$ cat src/rtl/assert_macros.svh
// Assertion macros shared by the RTL.
`ifndef ASSERT_MACROS_SVH
`define ASSERT_MACROS_SVH

// Property checked on the rising clock edge, disabled while reset is asserted.
`define ASSERT_CLK(lbl, clk, rstn, prop) \
  lbl: assert property (@(posedge clk) disable iff (!(rstn)) (prop)) \
    else $error("assertion failed");

// Condition that must never hold.
`define ASSERT_NEVER(lbl, clk, rstn, cond) \
  `ASSERT_CLK(lbl, clk, rstn, !(cond))

`endif

$ cat src/rtl/upe_pkg.sv
// ----------------------------------------------------------------------------
// upe_pkg
// Types, constants and helpers for the URI percent encoder.
// ----------------------------------------------------------------------------
`timescale 1ns / 1ps
`default_nettype none

package upe_pkg;

  localparam int unsigned CP_W       = 21;
  localparam int unsigned CHAR_W     = 7;
  localparam int unsigned QUEUE_DEPTH = 2;

  localparam logic [CHAR_W-1:0] CH_PERCENT    = 7'h25;
  localparam logic [CHAR_W-1:0] CH_DASH       = 7'h2D;
  localparam logic [CHAR_W-1:0] CH_PERIOD     = 7'h2E;
  localparam logic [CHAR_W-1:0] CH_UNDERSCORE = 7'h5F;
  localparam logic [CHAR_W-1:0] CH_TILDE      = 7'h7E;

  localparam logic [CP_W-1:0] CP_REPLACEMENT = 21'h00FFFD;
  localparam logic [CP_W-1:0] CP_SURR_LO     = 21'h00D800;
  localparam logic [CP_W-1:0] CP_SURR_HI     = 21'h00DFFF;
  localparam logic [CP_W-1:0] CP_MAX         = 21'h10FFFF;

  typedef enum logic [2:0] {
    PH_PCT = 3'b001,
    PH_HI  = 3'b010,
    PH_LO  = 3'b100
  } phase_e;

  // One classified word: a literal character or up to four UTF-8 bytes.
  typedef struct packed {
    logic            literal;
    logic [1:0]      last_idx;
    logic [3:0][7:0] bytes;
  } entry_t;

  typedef struct packed {
    logic empty;
    logic full;
  } q_status_t;

  function automatic logic [CHAR_W-1:0] hex_digit(input logic [3:0] nib);
    logic [CHAR_W-1:0] wide;
    wide = {3'b000, nib};
    if (nib < 4'd10) begin
      hex_digit = 7'h30 + wide;
    end else begin
      hex_digit = 7'h37 + wide;
    end
  endfunction

endpackage

`default_nettype wire

$ cat src/rtl/upe_front.sv
// ----------------------------------------------------------------------------
// upe_front
// Classifies a code point and builds its literal or UTF-8 byte form.
// ----------------------------------------------------------------------------
`timescale 1ns / 1ps
`default_nettype none

module upe_front (
  input  wire logic [upe_pkg::CP_W-1:0] code_point_i,
  output upe_pkg::entry_t               entry_o
);

  logic                      unres;
  logic [upe_pkg::CP_W-1:0]  cp;
  logic [upe_pkg::CHAR_W-1:0] lo7;

  assign lo7 = code_point_i[upe_pkg::CHAR_W-1:0];

  always_comb begin
    unres = 1'b0;
    if (code_point_i[upe_pkg::CP_W-1:upe_pkg::CHAR_W] == '0) begin
      unres = (lo7 >= 7'h30 && lo7 <= 7'h39) ||
              (lo7 >= 7'h41 && lo7 <= 7'h5A) ||
              (lo7 >= 7'h61 && lo7 <= 7'h7A) ||
              lo7 == upe_pkg::CH_DASH || lo7 == upe_pkg::CH_UNDERSCORE ||
              lo7 == upe_pkg::CH_PERIOD || lo7 == upe_pkg::CH_TILDE;
    end
  end

  always_comb begin
    if ((code_point_i >= upe_pkg::CP_SURR_LO && code_point_i <= upe_pkg::CP_SURR_HI) ||
        code_point_i > upe_pkg::CP_MAX) begin
      cp = upe_pkg::CP_REPLACEMENT;
    end else begin
      cp = code_point_i;
    end
  end

  always_comb begin
    entry_o          = '0;
    entry_o.literal  = unres;
    if (unres || cp < 21'h80) begin
      entry_o.last_idx = 2'd0;
      entry_o.bytes[0] = {1'b0, cp[6:0]};
    end else if (cp < 21'h800) begin
      entry_o.last_idx = 2'd1;
      entry_o.bytes[0] = {3'b110, cp[10:6]};
      entry_o.bytes[1] = {2'b10, cp[5:0]};
    end else if (cp < 21'h10000) begin
      entry_o.last_idx = 2'd2;
      entry_o.bytes[0] = {4'b1110, cp[15:12]};
      entry_o.bytes[1] = {2'b10, cp[11:6]};
      entry_o.bytes[2] = {2'b10, cp[5:0]};
    end else begin
      entry_o.last_idx = 2'd3;
      entry_o.bytes[0] = {5'b11110, cp[20:18]};
      entry_o.bytes[1] = {2'b10, cp[17:12]};
      entry_o.bytes[2] = {2'b10, cp[11:6]};
      entry_o.bytes[3] = {2'b10, cp[5:0]};
    end
  end

endmodule

`default_nettype wire

$ cat src/rtl/upe_queue.sv
// ----------------------------------------------------------------------------
// upe_queue
// Short FIFO between the classifier and the serialiser.
// ----------------------------------------------------------------------------
`timescale 1ns / 1ps
`default_nettype none

module upe_queue #(
  parameter int unsigned DEPTH = upe_pkg::QUEUE_DEPTH
) (
  input  wire logic           clk_i,
  input  wire logic           rst_ni,
  input  wire logic           push_i,
  input  upe_pkg::entry_t     wr_entry_i,
  input  wire logic           pop_i,
  output upe_pkg::entry_t     head_o,
  output upe_pkg::q_status_t  status_o
);

  localparam int unsigned PW = (DEPTH > 1) ? $clog2(DEPTH) : 1;
  localparam int unsigned CW = $clog2(DEPTH + 1);

  upe_pkg::entry_t slots_q [DEPTH];
  logic [PW-1:0]   wr_ptr_q, wr_ptr_d, rd_ptr_q, rd_ptr_d;
  logic [CW-1:0]   count_q, count_d;
  logic            do_push, do_pop;

  assign status_o.empty = (count_q == '0);
  assign status_o.full  = (count_q == CW'(DEPTH));
  assign do_push        = push_i && !status_o.full;
  assign do_pop         = pop_i && !status_o.empty;
  assign head_o         = slots_q[rd_ptr_q];

  always_comb begin
    wr_ptr_d = wr_ptr_q;
    rd_ptr_d = rd_ptr_q;
    count_d  = count_q;
    if (do_push) begin
      wr_ptr_d = (wr_ptr_q == PW'(DEPTH - 1)) ? '0 : wr_ptr_q + 1'b1;
    end
    if (do_pop) begin
      rd_ptr_d = (rd_ptr_q == PW'(DEPTH - 1)) ? '0 : rd_ptr_q + 1'b1;
    end
    if (do_push && !do_pop) begin
      count_d = count_q + 1'b1;
    end else if (do_pop && !do_push) begin
      count_d = count_q - 1'b1;
    end
  end

  always_ff @(posedge clk_i or negedge rst_ni) begin
    if (!rst_ni) begin
      wr_ptr_q <= '0;
      rd_ptr_q <= '0;
      count_q  <= '0;
    end else begin
      wr_ptr_q <= wr_ptr_d;
      rd_ptr_q <= rd_ptr_d;
      count_q  <= count_d;
    end
  end

  always_ff @(posedge clk_i) begin
    if (do_push) begin
      slots_q[wr_ptr_q] <= wr_entry_i;
    end
  end

endmodule

`default_nettype wire

$ cat src/rtl/upe_back.sv
// ----------------------------------------------------------------------------
// upe_back
// Serialises the head word into output characters, one per cycle while the queue is not empty.
// ----------------------------------------------------------------------------
`timescale 1ns / 1ps
`default_nettype none

module upe_back (
  input  wire logic                       clk_i,
  input  wire logic                       rst_ni,
  input  upe_pkg::entry_t                 head_i,
  input  upe_pkg::q_status_t              status_i,
  output logic                            pop_o,
  output logic                            out_valid_o,
  output logic [upe_pkg::CHAR_W-1:0]      out_char_o,
  output logic                            last_of_run_o
);

  upe_pkg::phase_e             phase_q, phase_d;
  logic [1:0]                  byte_q, byte_d;
  logic                        emit, last;
  logic [upe_pkg::CHAR_W-1:0]  ch;
  logic [7:0]                  cur;
  logic                        valid_q;
  logic [upe_pkg::CHAR_W-1:0]  char_q;
  logic                        last_q;

  assign emit = !status_i.empty;
  assign cur  = head_i.bytes[byte_q];

  always_comb begin
    ch   = upe_pkg::CH_PERCENT;
    last = 1'b0;
    if (head_i.literal) begin
      ch   = cur[upe_pkg::CHAR_W-1:0];
      last = 1'b1;
    end else begin
      case (phase_q)
        upe_pkg::PH_PCT: ch = upe_pkg::CH_PERCENT;
        upe_pkg::PH_HI:  ch = upe_pkg::hex_digit(cur[7:4]);
        upe_pkg::PH_LO: begin
          ch   = upe_pkg::hex_digit(cur[3:0]);
          last = (byte_q == head_i.last_idx);
        end
        default:         ch = upe_pkg::CH_PERCENT;
      endcase
    end
  end

  assign pop_o = emit && last;

  always_comb begin
    phase_d = phase_q;
    byte_d  = byte_q;
    if (emit) begin
      if (last) begin
        phase_d = upe_pkg::PH_PCT;
        byte_d  = 2'd0;
      end else begin
        case (phase_q)
          upe_pkg::PH_PCT: phase_d = upe_pkg::PH_HI;
          upe_pkg::PH_HI:  phase_d = upe_pkg::PH_LO;
          upe_pkg::PH_LO: begin
            phase_d = upe_pkg::PH_PCT;
            byte_d  = byte_q + 2'd1;
          end
          default:         phase_d = upe_pkg::PH_PCT;
        endcase
      end
    end
  end

  always_ff @(posedge clk_i or negedge rst_ni) begin
    if (!rst_ni) begin
      phase_q <= upe_pkg::PH_PCT;
      byte_q  <= 2'd0;
      valid_q <= 1'b0;
    end else begin
      phase_q <= phase_d;
      byte_q  <= byte_d;
      valid_q <= emit;
    end
  end

  always_ff @(posedge clk_i) begin
    char_q <= ch;
    last_q <= last;
  end

  assign out_valid_o   = valid_q;
  assign out_char_o    = char_q;
  assign last_of_run_o = last_q;

endmodule

`default_nettype wire

$ cat src/rtl/uri_percent_encoder_core.sv
// ----------------------------------------------------------------------------
// uri_percent_encoder_core
// Percent-encodes one Unicode code point per word for a URI component.
// ----------------------------------------------------------------------------
// Input: a code point is taken at a rising edge with start high and busy low.
// Unreserved ASCII (letters, digits, - _ . ~) comes out as one character;
// anything else goes out as %XX triplets of its UTF-8 bytes (3, 6, 9 or 12
// characters). Surrogates and values above U+10FFFF become %EF%BF%BD.
// Output: one character per cycle on out_char_o while a word is queued, marked by out_valid_o for
// exactly one cycle; last_of_run_o flags the final character of a word.
// An accepted word is written into the queue, and each of its characters is
// registered in the serialiser's output registers before it reaches the outputs.
// Throughput: one output character per cycle while a word is queued, set by
// the serialiser, which takes the next queued word as soon as the last character
// of a word is emitted, so single-character words sustain one word per cycle.
// A short queue (DEPTH words) sits between classifier and serialiser; busy
// is high while it is full.
// Reset clears the queue and serialiser; out_valid_o stays low until a word
// is taken. The receiver cannot stall the output.
// ----------------------------------------------------------------------------
`timescale 1ns / 1ps
`default_nettype none

`include "assert_macros.svh"

module uri_percent_encoder_core #(
  parameter int unsigned DEPTH = upe_pkg::QUEUE_DEPTH
) (
  input  wire logic                         clk_i,
  input  wire logic                         rst_ni,
  input  wire logic                         start,
  output logic                              busy,
  input  wire logic [upe_pkg::CP_W-1:0]     code_point_i,
  output logic                              out_valid_o,
  output logic [upe_pkg::CHAR_W-1:0]        out_char_o,
  output logic                              last_of_run_o
);

  upe_pkg::entry_t    new_entry, head;
  upe_pkg::q_status_t q_status;
  logic               pop;
  logic               accept;

  assign busy   = q_status.full;
  assign accept = start && !busy;

  upe_front u_front (
    .code_point_i (code_point_i),
    .entry_o      (new_entry)
  );

  upe_queue #(
    .DEPTH (DEPTH)
  ) u_queue (
    .clk_i      (clk_i),
    .rst_ni     (rst_ni),
    .push_i     (accept),
    .wr_entry_i (new_entry),
    .pop_i      (pop),
    .head_o     (head),
    .status_o   (q_status)
  );

  upe_back u_back (
    .clk_i         (clk_i),
    .rst_ni        (rst_ni),
    .head_i        (head),
    .status_i      (q_status),
    .pop_o         (pop),
    .out_valid_o   (out_valid_o),
    .out_char_o    (out_char_o),
    .last_of_run_o (last_of_run_o)
  );

  `ASSERT_CLK(a_accept_fills, clk_i, rst_ni, accept |=> !q_status.empty)
  `ASSERT_CLK(a_run_unbroken, clk_i, rst_ni, (out_valid_o && !last_of_run_o) |=> out_valid_o)
  `ASSERT_NEVER(a_no_pct_last, clk_i, rst_ni,
                out_valid_o && last_of_run_o && out_char_o == upe_pkg::CH_PERCENT)
  `ASSERT_CLK(a_busy_nonempty, clk_i, rst_ni, busy |-> !q_status.empty)

endmodule

`default_nettype wire

$ cat config.mk
export PLATFORM = sky130hd
export DESIGN_NAME = uri_percent_encoder_core
export DESIGN_NICKNAME = d
export VERILOG_FILES = /design/src/rtl/upe_pkg.sv /design/src/rtl/upe_front.sv /design/src/rtl/upe_queue.sv /design/src/rtl/upe_back.sv /design/src/rtl/uri_percent_encoder_core.sv
export VERILOG_INCLUDE_DIRS = /design/src /design/src/rtl
export SDC_FILE = /design/constraint.sdc
export NUM_CORES = 1
export LEC_CHECK = 0
export ABC_CLOCK_PERIOD_IN_PS = 8300
export BUFFER_PORTS_ARGS = -buffer_cell sky130_fd_sc_hd__buf_2
export CAP_MARGIN = 10
export CORE_MARGIN = 10
export CORE_UTILIZATION = 45
export DETAILED_ROUTE_END_ITERATION = 8
export PLACE_DENSITY = 0.63
export SYNTH_ARGS = -nofsm -noshare
export SYNTH_HDL_FRONTEND = slang
export SYNTH_HIERARCHICAL = 1
export SYNTH_SLANG_ARGS = --single-unit
$ cat constraint.sdc
create_clock -name clk_i -period 8.3 [get_ports clk_i]
set_input_delay 0 -clock clk_i [delete_from_list [all_inputs] [get_ports clk_i]]
set_output_delay 0 -clock clk_i [all_outputs]
set_load 0.02 [all_outputs]
==> impl_metrics.ini, run 1 <==
[cts]
clockBufferDepth = 2
numCtsBuffers = 9
ctsResizeCount = 0
ctsHtreeMaxLevel = 3
clkLatencyLatePin_ps = 350
cts_tree = built
cts.sinks = 88
holdBufCountCts = 1
clk_pin_slew_worst_paths_ps = 90
postCtsSetupBuffers = 0
cts_root_buf = clkbuf_8

[cells_and_area]
stdcell_count = 513
areaGrowthSynthToFinish_pct = 7.95
fillers = 868
fin_nets = 402
drive_gt1_frac = 0.292
diodes = 0
final_common_cell = edfxtp_1
final_cell_mix = edfxtp_1 (70), buf_2 (33), mux2_4 (29), nor2_1 (26), a21oi_1 (20)

[worst_setup_path]
timing.critical_path.buf_inv = 1
cp-end-kind = flip-flop
crit_start = u_queue/rd_ptr_q
cp_top_family = flip-flops
critical_path_class = flip-flop to flip-flop
crit_fanout = 36
rr_startpoint = u_queue/rd_ptr_q
arrival_ps = 3300
reg2reg_to = u_back/out_char_o[6]
reg2regPathDepth = 7
cp_slowest_stage_delay_ps = 1080
crit_end = u_back/out_char_o[6]
r2r_setup_slack_ps = 5240
crit_path_top_delay_cell = dfrtp_2
crit_path_cell_trace = mux2_2, mux4_1, inv_1, ha_1, nor2b_1, o21a_1, a221o_1
worstSetupStartpointType = flip-flop
cp_num_cells = 7
worstPathRequired_ps = 8540

[placed_design]
dp_hpwl_um = 6170
gp_congestion = 0.898
pre_cts_ws_ps = 5240
numPortBuffers = 33
dpl.cell_count = 496

[synth]
synth-edff-count = 70
ys_warn_count = 6
syn-mean-instance-area_um2 = 13.4
synth-seq-cells = 88
yosysTopAreaCellShare = 0.456
synth_ff_type = edfxtp_1
synthCells = 344
async_flop_share = 0.114
yosys.cell_types.count = 66
synth_area_leaders = edfxtp_1 (46%), mux2_4 (9.4%), dfrtp_1 (4.9%)
synth.largest_area_cell = edfxtp_1
netlist_area_um2 = 4610
synth-seq-area-share = 0.545

[sta]
setup_ws_ps = 5240
report.final.slew_viol_count = 0
setup_viol = 0
fmax_mhz = 327
timing.final.crit_share = 0.369
worstMarginPinSlew_ps = 1070
rsz0062_at_grt = false
hold-worst-slack_ps = 28.6
fin_crit_ps = 3060
fin_worst_skew_ps = 7.81
tns_ps = 0
hold_viol = 0
maxSlewHeadroom = 0.287

[floorplanning]
start_util = 0.468
coreArea_um2 = 9860
die-height_um = 121
pin_count = 34
dieArea_um2 = 14700
rows = 36
fp.dieW_um = 121

[drt]
via_per_inst = 5.58
drt_wl_total_um = 8970
antenna_left = 0
drtIter0Drc = 257
drt-pass1-iter-count = 4
vias = 2865
route.detailed.drc = 0
wl_per_cell_um = 17.5

[global_route]
grtUsageTotal = 0.125
grt_pass1_vias = 2902
grt_max_degree = 37
grt_pass1_wl_um = 14700
gr-total-overflow = 0
antenna_found_initial = 0

[hold_path]
hp-class = primary input to async pin

[power_and_ir_drop]
seqPwrFrac = 0.438
p_per_area_nw_per_um2 = 330
swShare = 0.356
internal_power_mw = 1.06
p_leak_nw = 1.81
vdd_drop_max_mv = 0.120
combPwrFrac = 0.406
switchingPower_mw = 0.585
pwr-share-clk = 0.157

[flow_run]
drv_cap = 0

[run_status]
status = completed
==> synthesized netlist by cell type, drive strengths merged (4+ instances only) <==
cell type and number:
buf 16, nand2b 5, nor3 5, nor3b 4, nand2 15, nor4 5
mux4 8, o21ai 24, inv 14, dfxtp 8, edfxtp 70, xnor2 6
a21oi 20, nor2 28, mux2 38, o31ai 4, dfrtp 9
==> layout make-up <==
| class | count | area, um2 | area share |
|---|---|---|---|
| multi-input cells | 225 | 1880 | 0.377 |
| inverters | 14 | 52.6 | 0.0106 |
| clock buffers | 9 | 124 | 0.0249 |
| flip-flops and latches | 88 | 2510 | 0.505 |
| well taps | 133 | 166 | 0.0334 |
| repair buffers | 37 | 198 | 0.0397 |
| clock inverters | 7 | 48.8 | 0.00980 |
==> cells by family after synthesis <==
kind of cell             count (synthesis)  share of synthesized area
adder cells (fa/ha/maj)                  3                    0.00814
other                                    1                   0.000813
XOR/XNOR                                 9                     0.0171
AO/OA/AOI/OAI                           81                      0.119
flip-flops                              88                      0.545
buffers and inverters                   33                     0.0507
multiplexers                            47                      0.160
AND/OR/NAND/NOR                         82                     0.0998
==> metrics by stage <==
| step | utilization | area [um2] | power [mW] |
|---|---|---|---|
| CTS | 0.505 | 4980 | 1.67 |
| detailed placement | 0.486 | 4800 | 1.41 |
| finish | 0.505 | 4980 | 1.65 |
| floorplan | - | 4620 | 1.28 |
| global placement | 0.486 | 4800 | 1.39 |
| global route | 0.505 | 4980 | 1.76 |
==> how the worst min path moves through the flow <==
stage | endpoint | depth (start not counted)
global route | u_back/phase_q[1] | 2
finish | u_back/phase_q[1] | 2
detailed placement | u_back/out_valid_o | 1
global placement | u_back/out_valid_o | 1
floorplan | u_back/byte_q[0] | 0
CTS | u_back/out_valid_o | 2
==> power groups by stage <==
stage | logic (mW) | clock network (mW) | registers [mW]
after floorplan | 0.595 | 0 | 0.684
after global placement | 0.658 | 0 | 0.728
after detailed placement | 0.672 | 0 | 0.735
after CTS | 0.674 | 0.268 | 0.725
after global routing | 0.734 | 0.287 | 0.739
final | 0.668 | 0.258 | 0.720
==> registers in the layout (all words and copies together) (netlist names) <==
name and cells:
u_back/byte_q 2, u_queue/slots_q 70, u_back/phase_q 3, u_back/out_valid_o 1, u_back/out_char_o 7, u_queue/rd_ptr_q 1, u_queue/wr_ptr_q 1, u_queue/count_q 2
u_back/last_of_run_o 1
==> metal layers <==
metal | vias up | part of all wire | global-route usage | wire (um)
met3 | 10 | 0.066 | 0.0335 | 594
met4 | 0 | 0.015 | 0.0559 | 136
li1 | 1374 | - | - | -
met5 | - | 0 | 0 | 0
met1 | 1389 | 0.45 | 0.158 | 4030
met2 | 92 | 0.47 | 0.197 | 4210
No activity file was read; power rests on OpenSTA's default activity.
==> inputs of run 2 (changes only) <==
- ABC_CLOCK_PERIOD_IN_PS: 8300 -> 2500
- PLACE_DENSITY: 0.63 -> 0.66
- clock period: 8.3 -> 2.5 ns (I/O delays scaled with it)
==> run 2 against run 1 <==
Effect of this change:
- non-clock buffer count up 15
- total power grew to 3.5 times the previous value
- flip-flop and latch count stayed put
- clock skew is 4.8 ps higher
- sequential share of layout area fell by 1.3 points
- maximum frequency grew 28%
- cell count is 2.9% higher
- worst hold slack better by 12 ps
- design area increased by 2.7%
- clock power rose to 3.6 times the previous value
- via count is 1.2% higher
==> impl_metrics.ini, run 2 (same netlist as run 1, synthesis figures left out) <==
[drt]
drt_wl_total_um = 9050
vias = 2898
wl_per_cell_um = 17.1
route.detailed.drc = 0
via_per_inst = 5.49
drt-pass1-iter-count = 4
drtIter0Drc = 297
antenna_left = 0

[cts]
postCtsSetupBuffers = 0
cts_root_buf = clkbuf_8
ctsHtreeMaxLevel = 3
clockBufferDepth = 2
cts.sinks = 88
cts_tree = built
clk_pin_slew_worst_paths_ps = 90
numCtsBuffers = 9
clkLatencyLatePin_ps = 340

[global_route]
grt_pass1_vias = 3026
gr-total-overflow = 0
antenna_found_initial = 0
grt_max_degree = 36
grtUsageTotal = 0.127
grt_pass1_wl_um = 15200

[sta]
hold_viol = 0
timing.final.crit_share = 0.960
worstMarginPinSlew_ps = 528
setup_viol = 0
fin_worst_skew_ps = 12.6
tns_ps = 0
fin_crit_ps = 2400
fmax_mhz = 417
report.final.slew_viol_count = 0
rsz0062_at_grt = false
maxSlewHeadroom = 0.644

[cells_and_area]
final_area_um2 = 5110
diodes = 0
largest_reg_flops = 70
final_cell_mix = edfxtp_1 (70), buf_2 (33), mux2_4 (29), nor2_1 (26), a21oi_1 (20)
final_util = 0.519
fin_nets = 417
areaGrowthSynthToFinish_pct = 10.9
largest-register = u_queue/slots_q
drive_gt1_frac = 0.332
final_common_cell = edfxtp_1
stdcell_count = 528
fillers = 848

[worst_setup_path]
reg2regPathDepth = 8
reg2reg_to = u_back/out_char_o[6]
worstPathRequired_ps = 2730
crit_fanout = 22
cp-end-kind = flip-flop
worstSetupStartpointType = flip-flop
rr_startpoint = u_queue/rd_ptr_q
r2r_setup_slack_ps = 100
critical_path_class = flip-flop to flip-flop
arrival_ps = 2630

[placed_design]
dpl_cell_area_um2 = 4920
dpl.cell_count = 511
gp_congestion = 0.856
numPortBuffers = 33
dp_hpwl_um = 6550

[floorplanning]
die-height_um = 121
start_util = 0.468
coreArea_um2 = 9860
pin_count = 34
dieArea_um2 = 14700
rows = 36
fp.dieW_um = 121

[power_and_ir_drop]
pwr-share-clk = 0.160
swShare = 0.354
internal_power_mw = 3.69
p_per_area_nw_per_um2 = 1120
seqPwrFrac = 0.388
combPwrFrac = 0.452
vdd_drop_max_mv = 0.436
switchingPower_mw = 2.03
p_leak_nw = 1.90

[flow_run]
drv_cap = 0

[run_status]
status = completed

[hold_path]
hp-class = primary input to async pin
run 2: how the worst max path moves through the flow:
stage | startpoint | endpoint | slack, ps | depth (start not counted)
detailed placement | u_queue/rd_ptr_q | u_back/out_char_o[0] | 70 | 7
finish | u_queue/rd_ptr_q | u_back/out_char_o[6] | 100 | 8
CTS | u_queue/rd_ptr_q | u_back/out_char_o[0] | 50 | 7
global placement | u_queue/rd_ptr_q | u_back/out_char_o[0] | 90 | 7
floorplan | u_queue/rd_ptr_q | u_back/out_char_o[6] | 110 | 9
global route | u_queue/rd_ptr_q | u_back/out_char_o[2] | 5 | 7
run 2: per-layer routing:
metal | track usage | up-vias | part of all wire | routed length [um]
met1 | 0.168 | 1403 | 0.47 | 4290
met2 | 0.202 | 81 | 0.47 | 4210
met5 | 0 | - | 0 | 0
li1 | - | 1408 | - | -
met3 | 0.0279 | 6 | 0.053 | 476
met4 | 0.0402 | 0 | 0.0076 | 69
run 2: final cells by class:
type | instances | area, um2 | share of cell area
flip-flops and latches | 88 | 2510 | 0.492
multi-input cells | 225 | 1870 | 0.366
well taps | 133 | 166 | 0.0325
repair buffers | 52 | 323 | 0.0631
inverters | 14 | 52.6 | 0.0103
clock buffers | 10 | 128 | 0.0250
clock inverters | 6 | 56.3 | 0.0110
run 2: stage by stage:
stage          power (mW)  worst slack, ps  hold slack, ps
6_report             5.72             99.2            41.0
3_5_place_dp         4.83             73.9            -121
5_1_grt              6.12             5.21            41.2
4_1_cts              5.75             48.3            30.5
2_1_floorplan        4.25              110            -296
3_3_place_gp         4.76             88.8            -129
run 2: critical path, stage by stage (launching register included):
cell,delay [ps]
dfrtp_2,380
buf_12,190
mux2_2,340
mux4_1,510
inv_1,110
ha_2,220
nor2b_4,40
o21a_1,180
a221o_1,310
run 2: power by group through the flow:
stage          logic [mW]  registers, mW  clock network [mW]
2_1_floorplan        1.98           2.27                   0
3_3_place_gp         2.52           2.24                   0
3_5_place_dp         2.58           2.25                   0
4_1_cts              2.58           2.22               0.942
5_1_grt              2.84           2.27                1.01
6_report             2.59           2.22               0.917
run 2: what timing repair did:
item / CTS / global route
hold buffers: 1 / 0
gates resized for setup: 0 / 4
setup endpoints to repair: 0 / 5
hold endpoints to repair: 10 / 0
